[config.mk]
export PLATFORM = sky130hd
export DESIGN_NAME = clap_transient_detector_core_flat
export DESIGN_NICKNAME = d
export VERILOG_FILES = /design/src/sv/ctd_pkg.sv /design/src/sv/ctd_sample_if.sv /design/src/sv/ctd_result_if.sv /design/src/sv/ctd_ctrl.sv /design/src/sv/ctd_datapath.sv /design/src/sv/clap_transient_detector_core.sv /design/src/flat_wrapper.sv
export SDC_FILE = /design/constraint.sdc
export NUM_CORES = 2
export LEC_CHECK = 0
export BUFFER_PORTS_ARGS = -buffer_cell sky130_fd_sc_hd__buf_2
export CAP_MARGIN = 5
export CORE_ASPECT_RATIO = 1.5
export CORE_MARGIN = 1
export CORE_UTILIZATION = 45
export CTS_CLUSTER_SIZE = 10
export DETAILED_ROUTE_END_ITERATION = 6
export GPL_TIMING_DRIVEN = 0
export PLACE_DENSITY_LB_ADDON = 0.25
export SLEW_MARGIN = 20
export SYNTH_ARGS = -nofsm -noshare
export SYNTH_HDL_FRONTEND = slang
export SYNTH_SLANG_ARGS = --single-unit
[constraint.sdc]
create_clock -name clk -period 10.5 [get_ports clk]
set_input_delay 1.575 -clock clk [delete_from_list [all_inputs] [get_ports clk]]
set_output_delay 1.575 -clock clk [all_outputs]
set_load 0.005 [all_outputs]
[src/sv/ctd_pkg.sv]
// ----------------------------------------------------------------------------
// ctd_pkg: shared types and constants for the clap transient detector
// Register map, reset values, controller states and the command and status
// groups passed between controller and datapath.
// ----------------------------------------------------------------------------
package ctd_pkg;

  localparam int CFG_W  = 16;
  localparam int ADDR_W = 5;
  localparam int DATA_W = 32;
  localparam int IDX_W  = 3;

  // shared multiplier: 17-bit signed coefficient times 33-bit signed operand
  localparam int MUL_A_W = 17;
  localparam int MUL_B_W = 33;
  localparam int PROD_W  = MUL_A_W + MUL_B_W;

  typedef logic [IDX_W-1:0] cfg_idx_t;

  localparam cfg_idx_t REG_NOISE_SMOOTHING  = 3'd0;
  localparam cfg_idx_t REG_OFFSET_SMOOTHING = 3'd1;
  localparam cfg_idx_t REG_THRESHOLD_GAIN   = 3'd2;
  localparam cfg_idx_t REG_PEAK_MINIMUM     = 3'd3;
  localparam cfg_idx_t REG_AVERAGE_MINIMUM  = 3'd4;
  localparam cfg_idx_t REG_HOLDOFF_MS       = 3'd5;

  localparam logic [CFG_W-1:0] RST_NOISE_SMOOTHING  = 16'd64225;
  localparam logic [CFG_W-1:0] RST_OFFSET_SMOOTHING = 16'd65208;
  localparam logic [CFG_W-1:0] RST_THRESHOLD_GAIN   = 16'd1024;
  localparam logic [CFG_W-1:0] RST_PEAK_MINIMUM     = 16'd1800;
  localparam logic [CFG_W-1:0] RST_AVERAGE_MINIMUM  = 16'd350;
  localparam logic [CFG_W-1:0] RST_HOLDOFF_MS       = 16'd180;

  // noise floor after reset: average_minimum reset value in Q16.16
  localparam logic [31:0] FLOOR_RESET = {RST_AVERAGE_MINIMUM, 16'd0};

  typedef struct packed {
    logic [CFG_W-1:0] noise_smoothing;
    logic [CFG_W-1:0] offset_smoothing;
    logic [CFG_W-1:0] threshold_gain;
    logic [CFG_W-1:0] peak_minimum;
    logic [CFG_W-1:0] average_minimum;
    logic [CFG_W-1:0] holdoff_ms;
  } ctd_cfg_t;

  typedef enum logic [3:0] {
    ST_IDLE,
    ST_MUL_OFFSET,
    ST_OFFSET,
    ST_ACCUM,
    ST_DIVIDE,
    ST_MUL_FLOOR,
    ST_FLOOR,
    ST_MUL_GAIN,
    ST_DECIDE
  } ctd_state_t;

  typedef enum logic [1:0] {
    MUL_OFFSET,
    MUL_FLOOR,
    MUL_GAIN
  } ctd_mul_sel_t;

  typedef struct packed {
    logic         load;
    logic         mul_en;
    ctd_mul_sel_t mul_sel;
    logic         offset_upd;
    logic         accum;
    logic         div_step;
    logic         floor_upd;
    logic         decide;
  } ctd_cmd_t;

  typedef struct packed {
    logic last;
    logic div_last;
    logic out_busy;
  } ctd_stat_t;

endpackage

[src/sv/ctd_sample_if.sv]
// ----------------------------------------------------------------------------
// ctd_sample_if: sample channel
// Valid/ready channel carrying one PCM sample with its block marker and time.
// ----------------------------------------------------------------------------
interface ctd_sample_if;
  logic               valid;
  logic               ready;
  logic signed [15:0] pcm_sample;
  logic               end_of_block;
  logic [31:0]        time_ms;

  modport source (output valid, pcm_sample, end_of_block, time_ms, input ready);
  modport sink   (input valid, pcm_sample, end_of_block, time_ms, output ready);
endinterface

[src/sv/ctd_result_if.sv]
// ----------------------------------------------------------------------------
// ctd_result_if: result channel
// Valid/ready channel carrying one per-block detection result.
// ----------------------------------------------------------------------------
interface ctd_result_if;
  logic        valid;
  logic        ready;
  logic        clap_found;
  logic [15:0] block_peak_level;
  logic [15:0] block_mean_level;
  logic [15:0] floor_level;

  modport source (output valid, clap_found, block_peak_level, block_mean_level,
                  floor_level, input ready);
  modport sink   (input valid, clap_found, block_peak_level, block_mean_level,
                  floor_level, output ready);
endinterface

[src/sv/ctd_ctrl.sv]
// ----------------------------------------------------------------------------
// ctd_ctrl: detector sequencer
// Steps the datapath through the per-sample offset update and accumulation,
// and at block end through the serial divide, floor update and decision.
// ----------------------------------------------------------------------------
module ctd_ctrl (
  input  logic               clk,
  input  logic               rst,
  input  logic               in_valid,
  output logic               in_ready,
  input  ctd_pkg::ctd_stat_t stat,
  output ctd_pkg::ctd_cmd_t  cmd
);
  import ctd_pkg::*;

  ctd_state_t state, state_next;

  always_ff @(posedge clk) begin
    if (rst) begin
      state <= ST_IDLE;
    end else begin
      state <= state_next;
    end
  end

  always_comb begin
    state_next = state;
    case (state)
      ST_IDLE:       if (in_valid) state_next = ST_MUL_OFFSET;
      ST_MUL_OFFSET: state_next = ST_OFFSET;
      ST_OFFSET:     state_next = ST_ACCUM;
      ST_ACCUM:      state_next = stat.last ? ST_DIVIDE : ST_IDLE;
      ST_DIVIDE:     if (stat.div_last) state_next = ST_MUL_FLOOR;
      ST_MUL_FLOOR:  state_next = ST_FLOOR;
      ST_FLOOR:      state_next = ST_MUL_GAIN;
      ST_MUL_GAIN:   state_next = ST_DECIDE;
      ST_DECIDE:     if (!stat.out_busy) state_next = ST_IDLE;
      default:       state_next = ST_IDLE;
    endcase
  end

  always_comb begin
    cmd      = '0;
    cmd.mul_sel = MUL_OFFSET;
    in_ready = 1'b0;
    case (state)
      ST_IDLE: begin
        in_ready = 1'b1;
        cmd.load = in_valid;
      end
      ST_MUL_OFFSET: begin
        cmd.mul_en  = 1'b1;
        cmd.mul_sel = MUL_OFFSET;
      end
      ST_OFFSET:    cmd.offset_upd = 1'b1;
      ST_ACCUM:     cmd.accum = 1'b1;
      ST_DIVIDE:    cmd.div_step = 1'b1;
      ST_MUL_FLOOR: begin
        cmd.mul_en  = 1'b1;
        cmd.mul_sel = MUL_FLOOR;
      end
      ST_FLOOR:     cmd.floor_upd = 1'b1;
      ST_MUL_GAIN: begin
        cmd.mul_en  = 1'b1;
        cmd.mul_sel = MUL_GAIN;
      end
      ST_DECIDE:    cmd.decide = !stat.out_busy;
      default:      cmd = '0;
    endcase
  end

endmodule

[src/sv/ctd_datapath.sv]
// ----------------------------------------------------------------------------
// ctd_datapath: detector arithmetic
// Offset tracking, level sum and peak, restoring divider for the block mean,
// noise floor, threshold compare and the result output register.
// ----------------------------------------------------------------------------
module ctd_datapath #(
  parameter int MAX_BLOCK = 1024
) (
  input  logic               clk,
  input  logic               rst,
  input  ctd_pkg::ctd_cfg_t  cfg,
  input  ctd_pkg::ctd_cmd_t  cmd,
  output ctd_pkg::ctd_stat_t stat,
  input  logic signed [15:0] pcm_sample,
  input  logic               end_of_block,
  input  logic [31:0]        time_ms,
  output logic               out_valid,
  input  logic               out_ready,
  output logic               clap_found,
  output logic [15:0]        block_peak_level,
  output logic [15:0]        block_mean_level,
  output logic [15:0]        floor_level
);
  import ctd_pkg::*;

  localparam int CW  = $clog2(MAX_BLOCK + 1);
  localparam int SW  = 32 + CW;
  localparam int DCW = $clog2(SW);
  localparam int EW  = PROD_W + 1;

  logic signed [15:0]        sample;
  logic                      last_flag;
  logic [31:0]               time_q;
  logic signed [31:0]        offset_est;
  logic [31:0]               floor_est;
  logic [31:0]               last_clap;
  logic [SW-1:0]             level_sum;
  logic [31:0]               level_peak;
  logic [CW-1:0]             blk_count;
  logic [CW-1:0]             rem;
  logic [DCW-1:0]            div_cnt;
  logic signed [PROD_W-1:0]  prod;

  logic signed [31:0]        x_w;
  logic signed [MUL_A_W-1:0] mul_a;
  logic signed [MUL_B_W-1:0] mul_b;
  logic signed [PROD_W-1:0]  product_w;
  logic signed [EW-1:0]      est_sum_w;
  logic [EW-1:0]             floor_sum_w;
  logic signed [32:0]        diff_w;
  logic [32:0]               diff_abs_w;
  logic [31:0]               mag_w;
  logic [31:0]               mean_w;
  logic [CW:0]               rem_sh_w;
  logic                      ge_w;
  logic [CW:0]               rem_new_w;
  logic [39:0]               thr_w;
  logic [31:0]               elapsed_w;
  logic                      clap_w;

  assign x_w = {sample, 16'd0};

  // quotient lands in level_sum after the divide; an empty block reads as zero
  assign mean_w = (blk_count == '0) ? 32'd0 : level_sum[31:0];

  always_comb begin
    case (cmd.mul_sel)
      MUL_OFFSET: begin
        mul_a = {1'b0, cfg.offset_smoothing};
        mul_b = {offset_est[31], offset_est} - {x_w[31], x_w};
      end
      MUL_FLOOR: begin
        mul_a = {1'b0, cfg.noise_smoothing};
        mul_b = {1'b0, floor_est} - {1'b0, mean_w};
      end
      MUL_GAIN: begin
        mul_a = {1'b0, cfg.threshold_gain};
        mul_b = {1'b0, floor_est};
      end
      default: begin
        mul_a = '0;
        mul_b = '0;
      end
    endcase
  end

  assign product_w = mul_a * mul_b;

  // est' = (x*2^16 + d*(est - x) + 2^15) >> 16, floor division
  assign est_sum_w = {{3{x_w[31]}}, x_w, 16'd0} + {prod[PROD_W-1], prod}
                   + EW'(32768);
  // floor' = (mean*2^16 + a*(floor - mean) + 2^15) >> 16
  assign floor_sum_w = {3'd0, mean_w, 16'd0} + {prod[PROD_W-1], prod}
                     + EW'(32768);

  assign diff_w     = {x_w[31], x_w} - {offset_est[31], offset_est};
  assign diff_abs_w = diff_w[32] ? -diff_w : diff_w;
  assign mag_w      = diff_abs_w[31:0];

  // restoring divide, one quotient bit per cycle
  assign rem_sh_w  = {rem, level_sum[SW-1]};
  assign ge_w      = rem_sh_w >= {1'b0, blk_count};
  assign rem_new_w = ge_w ? rem_sh_w - {1'b0, blk_count} : rem_sh_w;

  assign thr_w     = prod[47:8];
  assign elapsed_w = time_q - last_clap;
  assign clap_w    = (elapsed_w >= {16'd0, cfg.holdoff_ms})
                  && ({8'd0, level_peak} >= thr_w)
                  && (level_peak >= {cfg.peak_minimum, 16'd0})
                  && (mean_w >= {cfg.average_minimum, 16'd0});

  assign stat.last     = last_flag;
  assign stat.div_last = (div_cnt == DCW'(SW - 1));
  assign stat.out_busy = out_valid && !out_ready;

  always_ff @(posedge clk) begin
    if (cmd.load) begin
      sample    <= pcm_sample;
      last_flag <= end_of_block;
      time_q    <= time_ms;
    end
    if (cmd.mul_en) begin
      prod <= product_w;
    end
    if (cmd.decide) begin
      clap_found       <= clap_w;
      block_peak_level <= level_peak[31:16];
      block_mean_level <= mean_w[31:16];
      floor_level      <= floor_est[31:16];
    end
  end

  always_ff @(posedge clk) begin
    if (rst) begin
      offset_est   <= '0;
      floor_est    <= FLOOR_RESET;
      last_clap    <= '0;
      level_sum    <= '0;
      level_peak   <= '0;
      blk_count    <= '0;
      rem          <= '0;
      div_cnt      <= '0;
      out_valid    <= 1'b0;
    end else begin
      if (cmd.offset_upd) begin
        offset_est <= est_sum_w[47:16];
      end
      if (cmd.accum) begin
        if (blk_count < CW'(MAX_BLOCK)) begin
          level_sum    <= level_sum + {{CW{1'b0}}, mag_w};
          blk_count    <= blk_count + 1'b1;
        end
        if (mag_w > level_peak) begin
          level_peak <= mag_w;
        end
        rem     <= '0;
        div_cnt <= '0;
      end
      if (cmd.div_step) begin
        rem       <= rem_new_w[CW-1:0];
        level_sum <= {level_sum[SW-2:0], ge_w};
        div_cnt   <= div_cnt + 1'b1;
      end
      if (cmd.floor_upd) begin
        floor_est <= floor_sum_w[47:16];
      end
      if (cmd.decide) begin
        if (clap_w) begin
          last_clap <= time_q;
        end
        level_sum    <= '0;
        level_peak   <= '0;
        blk_count    <= '0;
        out_valid    <= 1'b1;
      end else if (out_ready) begin
        out_valid <= 1'b0;
      end
    end
  end

endmodule

[src/sv/clap_transient_detector_core.sv]
// ----------------------------------------------------------------------------
// clap_transient_detector_core: clap detector with adaptive noise floor
// Top level: APB register file, sequencer and datapath.
// ----------------------------------------------------------------------------
// Each sample item goes through accept, offset multiply, offset update and
// level accumulate; the last item of a block then adds a serial divide, floor
// multiply, floor update, gain multiply and decision. The pace is set by the
// one-bit-per-cycle mean divider and the shared multiplier used for the
// offset, floor and threshold. The result sits in an output register, so the
// next block's samples are taken while it waits; a block end only stalls if
// the previous result has still not been taken. Registers must be written
// over APB only while the block is idle; the block itself does not enforce
// this. Registers sit at byte 4*index.
module clap_transient_detector_core #(
  parameter int MAX_BLOCK = 1024
) (
  input  logic                         clk,
  input  logic                         rst,
  ctd_sample_if.sink                   sample_ch,
  ctd_result_if.source                 result_ch,
  input  logic                         psel,
  input  logic                         penable,
  input  logic                         pwrite,
  input  logic [ctd_pkg::ADDR_W-1:0]   paddr,
  input  logic [ctd_pkg::DATA_W-1:0]   pwdata,
  output logic [ctd_pkg::DATA_W-1:0]   prdata,
  output logic                         pready
);
  import ctd_pkg::*;

  ctd_cfg_t  cfg;
  ctd_cmd_t  cmd;
  ctd_stat_t stat;
  cfg_idx_t  reg_idx;
  logic      in_ready;
  logic      wr_en;

  assign pready  = 1'b1;
  assign reg_idx = paddr[IDX_W+1:2];
  assign wr_en   = psel && penable && pwrite && pready;

  always_ff @(posedge clk) begin
    if (rst) begin
      cfg.noise_smoothing  <= RST_NOISE_SMOOTHING;
      cfg.offset_smoothing <= RST_OFFSET_SMOOTHING;
      cfg.threshold_gain   <= RST_THRESHOLD_GAIN;
      cfg.peak_minimum     <= RST_PEAK_MINIMUM;
      cfg.average_minimum  <= RST_AVERAGE_MINIMUM;
      cfg.holdoff_ms       <= RST_HOLDOFF_MS;
    end else if (wr_en) begin
      case (reg_idx)
        REG_NOISE_SMOOTHING:  cfg.noise_smoothing  <= pwdata[CFG_W-1:0];
        REG_OFFSET_SMOOTHING: cfg.offset_smoothing <= pwdata[CFG_W-1:0];
        REG_THRESHOLD_GAIN:   cfg.threshold_gain   <= pwdata[CFG_W-1:0];
        REG_PEAK_MINIMUM:     cfg.peak_minimum     <= pwdata[CFG_W-1:0];
        REG_AVERAGE_MINIMUM:  cfg.average_minimum  <= pwdata[CFG_W-1:0];
        REG_HOLDOFF_MS:       cfg.holdoff_ms       <= pwdata[CFG_W-1:0];
        default: ;
      endcase
    end
  end

  always_comb begin
    case (reg_idx)
      REG_NOISE_SMOOTHING:  prdata = {16'd0, cfg.noise_smoothing};
      REG_OFFSET_SMOOTHING: prdata = {16'd0, cfg.offset_smoothing};
      REG_THRESHOLD_GAIN:   prdata = {16'd0, cfg.threshold_gain};
      REG_PEAK_MINIMUM:     prdata = {16'd0, cfg.peak_minimum};
      REG_AVERAGE_MINIMUM:  prdata = {16'd0, cfg.average_minimum};
      REG_HOLDOFF_MS:       prdata = {16'd0, cfg.holdoff_ms};
      default:              prdata = '0;
    endcase
  end

  assign sample_ch.ready = in_ready;

  ctd_ctrl u_ctrl (
    .clk      (clk),
    .rst      (rst),
    .in_valid (sample_ch.valid),
    .in_ready (in_ready),
    .stat     (stat),
    .cmd      (cmd)
  );

  ctd_datapath #(
    .MAX_BLOCK (MAX_BLOCK)
  ) u_datapath (
    .clk              (clk),
    .rst              (rst),
    .cfg              (cfg),
    .cmd              (cmd),
    .stat             (stat),
    .pcm_sample       (sample_ch.pcm_sample),
    .end_of_block     (sample_ch.end_of_block),
    .time_ms          (sample_ch.time_ms),
    .out_valid        (result_ch.valid),
    .out_ready        (result_ch.ready),
    .clap_found       (result_ch.clap_found),
    .block_peak_level (result_ch.block_peak_level),
    .block_mean_level (result_ch.block_mean_level),
    .floor_level      (result_ch.floor_level)
  );

endmodule

[src/flat_wrapper.sv]
// flat-port wrapper written by rule: the top's interface ports become plain ports
module clap_transient_detector_core_flat import ctd_pkg::*;
#(
  parameter int MAX_BLOCK = 1024
)
  (clk, rst, psel, penable, pwrite, paddr, pwdata, prdata, pready, sample_ch_valid, sample_ch_pcm_sample, sample_ch_end_of_block, sample_ch_time_ms, sample_ch_ready, result_ch_valid, result_ch_clap_found, result_ch_block_peak_level, result_ch_block_mean_level, result_ch_floor_level, result_ch_ready);
  ctd_sample_if sample_ch_i ();
  ctd_result_if result_ch_i ();
  input  logic clk;
  input  logic rst;
  input  logic psel;
  input  logic penable;
  input  logic pwrite;
  input  logic [ctd_pkg::ADDR_W-1:0] paddr;
  input  logic [ctd_pkg::DATA_W-1:0] pwdata;
  output logic [ctd_pkg::DATA_W-1:0] prdata;
  output logic pready;
  input wire logic [$bits(sample_ch_i.valid)-1:0] sample_ch_valid;
  input wire logic [$bits(sample_ch_i.pcm_sample)-1:0] sample_ch_pcm_sample;
  input wire logic [$bits(sample_ch_i.end_of_block)-1:0] sample_ch_end_of_block;
  input wire logic [$bits(sample_ch_i.time_ms)-1:0] sample_ch_time_ms;
  output wire logic [$bits(sample_ch_i.ready)-1:0] sample_ch_ready;
  output wire logic [$bits(result_ch_i.valid)-1:0] result_ch_valid;
  output wire logic [$bits(result_ch_i.clap_found)-1:0] result_ch_clap_found;
  output wire logic [$bits(result_ch_i.block_peak_level)-1:0] result_ch_block_peak_level;
  output wire logic [$bits(result_ch_i.block_mean_level)-1:0] result_ch_block_mean_level;
  output wire logic [$bits(result_ch_i.floor_level)-1:0] result_ch_floor_level;
  input wire logic [$bits(result_ch_i.ready)-1:0] result_ch_ready;
  assign sample_ch_i.valid = sample_ch_valid;
  assign sample_ch_i.pcm_sample = sample_ch_pcm_sample;
  assign sample_ch_i.end_of_block = sample_ch_end_of_block;
  assign sample_ch_i.time_ms = sample_ch_time_ms;
  assign sample_ch_ready = sample_ch_i.ready;
  assign result_ch_valid = result_ch_i.valid;
  assign result_ch_clap_found = result_ch_i.clap_found;
  assign result_ch_block_peak_level = result_ch_i.block_peak_level;
  assign result_ch_block_mean_level = result_ch_i.block_mean_level;
  assign result_ch_floor_level = result_ch_i.floor_level;
  assign result_ch_i.ready = result_ch_ready;
  clap_transient_detector_core #(.MAX_BLOCK(MAX_BLOCK)) u_core (.clk(clk), .rst(rst), .sample_ch(sample_ch_i), .result_ch(result_ch_i), .psel(psel), .penable(penable), .pwrite(pwrite), .paddr(paddr), .pwdata(pwdata), .prdata(prdata), .pready(pready));
endmodule
==> flow_summary_export.csv <==
group,metric,value,unit
outcome,outcome,"finished, final reports clean",
clock_network,cts_sinks,438,
detailed_routing,first_pass_iters,6,
timing,slew-limit-headroom,20.1,%
critical_path,cp_common_cell,"fa_1",
global_route,grt_remaining_overflow,0,
critical_path,critPathMaxFanout,10,
timing,period_needed,10.19,ns
finish,layout-drive-gt1-share,7.53,%
logic_synthesis,synth-edff-count,138,
run,cap_violations,0,
floorplanning,rows,146,
clock_network,clk_pin_slew,0.07,ns
place,port_buffers,138,
finish,fin_area,53100,µm²
hold_path,min-delay-path-class,"reg2reg",
clock_network,htree_num_levels,2,
detailed_routing,drt_first_iter_violations,3407,
detailed_routing,finalWirelength,175000,µm
finish,final_common_cell,"inv_1",
logic_synthesis,muxShareOfSynthArea,1.62,%
timing,skew,0.0520,ns
global_route,grt_util_met2,54.5,%
finish,multi_input_area,34200,µm²
clock_network,clock_insertion_delay_worst_skew,0.65,ns
finish,syn_to_final_growth,10.5,%
logic_synthesis,synth_top_family_by_area,"adder cells",
logic_synthesis,synth_fa_ha_area_share,31.4,%
floorplanning,core,106000,µm²
detailed_routing,wl_per_cell,23.7,µm
critical_path,path_buf_inv,7,
critical_path,crit_type,"reg2reg",
logic_synthesis,synth-seq-cells,438,
global_route,use_met3,4.06,%
clock_network,root_buffer,"clkbuf_16",
logic_synthesis,async_reset_ff_share,0,%
timing,hold_viol,0,
finish,fill_cells,10200,
logic_synthesis,synthXorXnorAreaFrac,4.39,%
finish,final-seq-area,10200,µm²
global_route,grt_first_pass_wirelength,260000,µm
detailed_routing,routed-via-count,42400,
floorplanning,initial_core_util,45.4,%
place,dpl.cell_count,7286,
clock_network,numCtsBuffers,50,
floorplanning,dieArea,108000,µm²
place,dp_hpwl,145000,µm
clock_network,cts_tree,"built",
critical_path,worst_path_dominant_cell_family,"adder cells",
critical_path,worstPathArrival,10.56,ns
timing,tightest_slew,1.20,ns
logic_synthesis,synth_flop_cell,"dfxtp_1",
timing,holdWs,0.460,ns
logic_synthesis,synth-simple-area-share,17.6,%
logic_synthesis,synth_warnings,0,
finish,layout_common_cells,"865 x inv_1, 731 x nand2_1, 514 x nor2_1, 493 x fa_1, 412 x ha_1",
timing,tns,0,ns
detailed_routing,drcViolationCount,0,
floorplanning,die_y,402,µm
timing,timing.fmax,0.0982,GHz
timing,maxSlewViolCount,0,
floorplanning,io_pins,177,
logic_synthesis,syn_avg_cell_area,8.43,µm²
critical_path,start_kind,"flop",
place,placed_area,51000,µm²
global_route,busiest_layer,"met2",
critical_path,critPathSlowestCell,"fa_1",
logic_synthesis,yosysUniqueCellTypes,94,
detailed_routing,drtAntennaViolNets,0,
floorplanning,die_w,269,µm
critical_path,cp-end-kind,"flop",
logic_synthesis,synth_area,48100,µm²
clock_network,clockBufferDepth,3,
critical_path,required,10.87,ns
critical_path,slowest_delay,0.58,ns
global_route,grt.total_usage,32.6,%
global_route,use_met1,37.9,%
timing,period_share,97.0,%
global_route,grt_pass1_vias,42800,
logic_synthesis,yosysSeqAreaShare,21.1,%
global_route,grt_start_max_net_pins,34,
logic_synthesis,synthCells,5702,
detailed_routing,vias_per_cell,5.74,
timing,setup_violations,0,
finish,finalNetCount,6953,
place,place.gp.congestion,1.01,
logic_synthesis,synth_compound_area_share,14.9,%
finish,fin_cells,7389,
global_route,antenna_found_initial,6,
## stage by stage
stage | setup WS [ns] | util (%)
after floorplan | 1.07 | -
after CTS | 0.00485 | 49.9
after global routing | -0.0828 | 50.2
after global placement | -2.40 | 47.8
final | 0.315 | 50.2
after detailed placement | -2.42 | 48.2
## state kept, by name, summed over array words and instances (netlist names)
name / flops
u_core.cfg: 96
u_core.u_ctrl.state: 4
u_core.u_datapath.blk_count: 11
u_core.u_datapath.block_mean_level: 16
u_core.u_datapath.block_peak_level: 16
u_core.u_datapath.clap_found: 1
u_core.u_datapath.div_cnt: 6
u_core.u_datapath.floor_est: 32
u_core.u_datapath.floor_level: 16
u_core.u_datapath.last_clap: 32
u_core.u_datapath.last_flag: 1
u_core.u_datapath.level_peak: 32
u_core.u_datapath.level_sum: 43
u_core.u_datapath.offset_est: 32
u_core.u_datapath.out_valid: 1
u_core.u_datapath.prod: 40
u_core.u_datapath.rem: 11
u_core.u_datapath.sample: 16
u_core.u_datapath.time_q: 32
## what timing repair did
item / CTS / global route
setup endpoints to repair: 27 / 23
pin swaps: 10 / 13
hold buffers: 0 / 0
resized for setup: 65 / 87
setup buffers: 19 / 6
endpoints found under the hold margin: 0 / 0
## cell families (layout without fill, tap and decap cells)
family,count (synthesis),after routing
AND/OR/NAND/NOR,1846,1846
buffers and inverters,1120,1383
AO/OA/AOI/OAI,1067,1067
adder cells (fa/ha/maj),911,911
flip-flops,438,438
XOR/XNOR,241,241
multiplexers,77,77
other,2,20
## per-layer routing
metal | up-vias | part of all wire, %
li1 | 19400 | -
met1 | 20700 | 37
met2 | 1666 | 47
met3 | 573 | 6.1
met4 | 4 | 9.1
met5 | - | 0.015
## cell usage after synthesis (60+ instances only)
| library cell | instances | area share [%] |
|---|---|---|
| nand3_1 | 80 | 0.83 |
| clkbuf_1 | 210 | 1.6 |
| a21o_1 | 114 | 1.8 |
| nand2_1 | 737 | 5.8 |
| mux2i_1 | 72 | 1.5 |
| fa_1 | 495 | 21 |
| a22oi_1 | 89 | 1.4 |
| xnor2_1 | 169 | 3.1 |
| xor2_1 | 72 | 1.3 |
| edfxtp_1 | 138 | 8.6 |
| nor2b_1 | 74 | 0.96 |
| ha_1 | 416 | 11 |
| nor3_1 | 80 | 0.83 |
| a21oi_1 | 318 | 3.3 |
| nand4_1 | 60 | 0.78 |
| dfxtp_1 | 300 | 12 |
| o21ai_0 | 143 | 1.5 |
| inv_1 | 865 | 6.8 |
| nor2_1 | 517 | 4.0 |
## worst paths after layout
kind                                                      from                    endpoint  slack (ns)  cells past startpoint
worst min register to register       u_core.u_datapath.rem[10]   u_core.u_datapath.rem[10]        0.46                      2
worst min-delay path                 u_core.u_datapath.rem[10]   u_core.u_datapath.rem[10]        0.46                      2
worst max register to register  u_core.u_datapath.blk_count[0]  u_core.u_datapath.prod[43]        0.31                     34
worst max-delay path            u_core.u_datapath.blk_count[0]  u_core.u_datapath.prod[43]        0.31                     34
## area by class of cell
| class | instances | area share, % |
|---|---|---|
| inverters | 865 | 6.11 |
| flip-flops and latches | 438 | 19.1 |
| well taps | 1406 | 3.31 |
| clock buffers | 79 | 2.62 |
| multi-input cells | 4159 | 64.4 |
| diodes | 3 | 0.0141 |
| repair buffers | 188 | 2.20 |
| clock inverters | 4 | 0.113 |
| plain buffers | 247 | 2.09 |
## worst register-to-register path: cells and delay by family, from the launching register on
family,cells,cell delay (ns)
adder cells (fa/ha/maj),9,4.26
AO/OA/AOI/OAI,10,2.77
AND/OR/NAND/NOR,7,1.61
buffers and inverters,7,0.76
flip-flops,1,0.36
XOR/XNOR,1,0.18
Power is not shown: default switching activity piles up to over one toggle a cycle in this logic, so the estimate is an artifact.
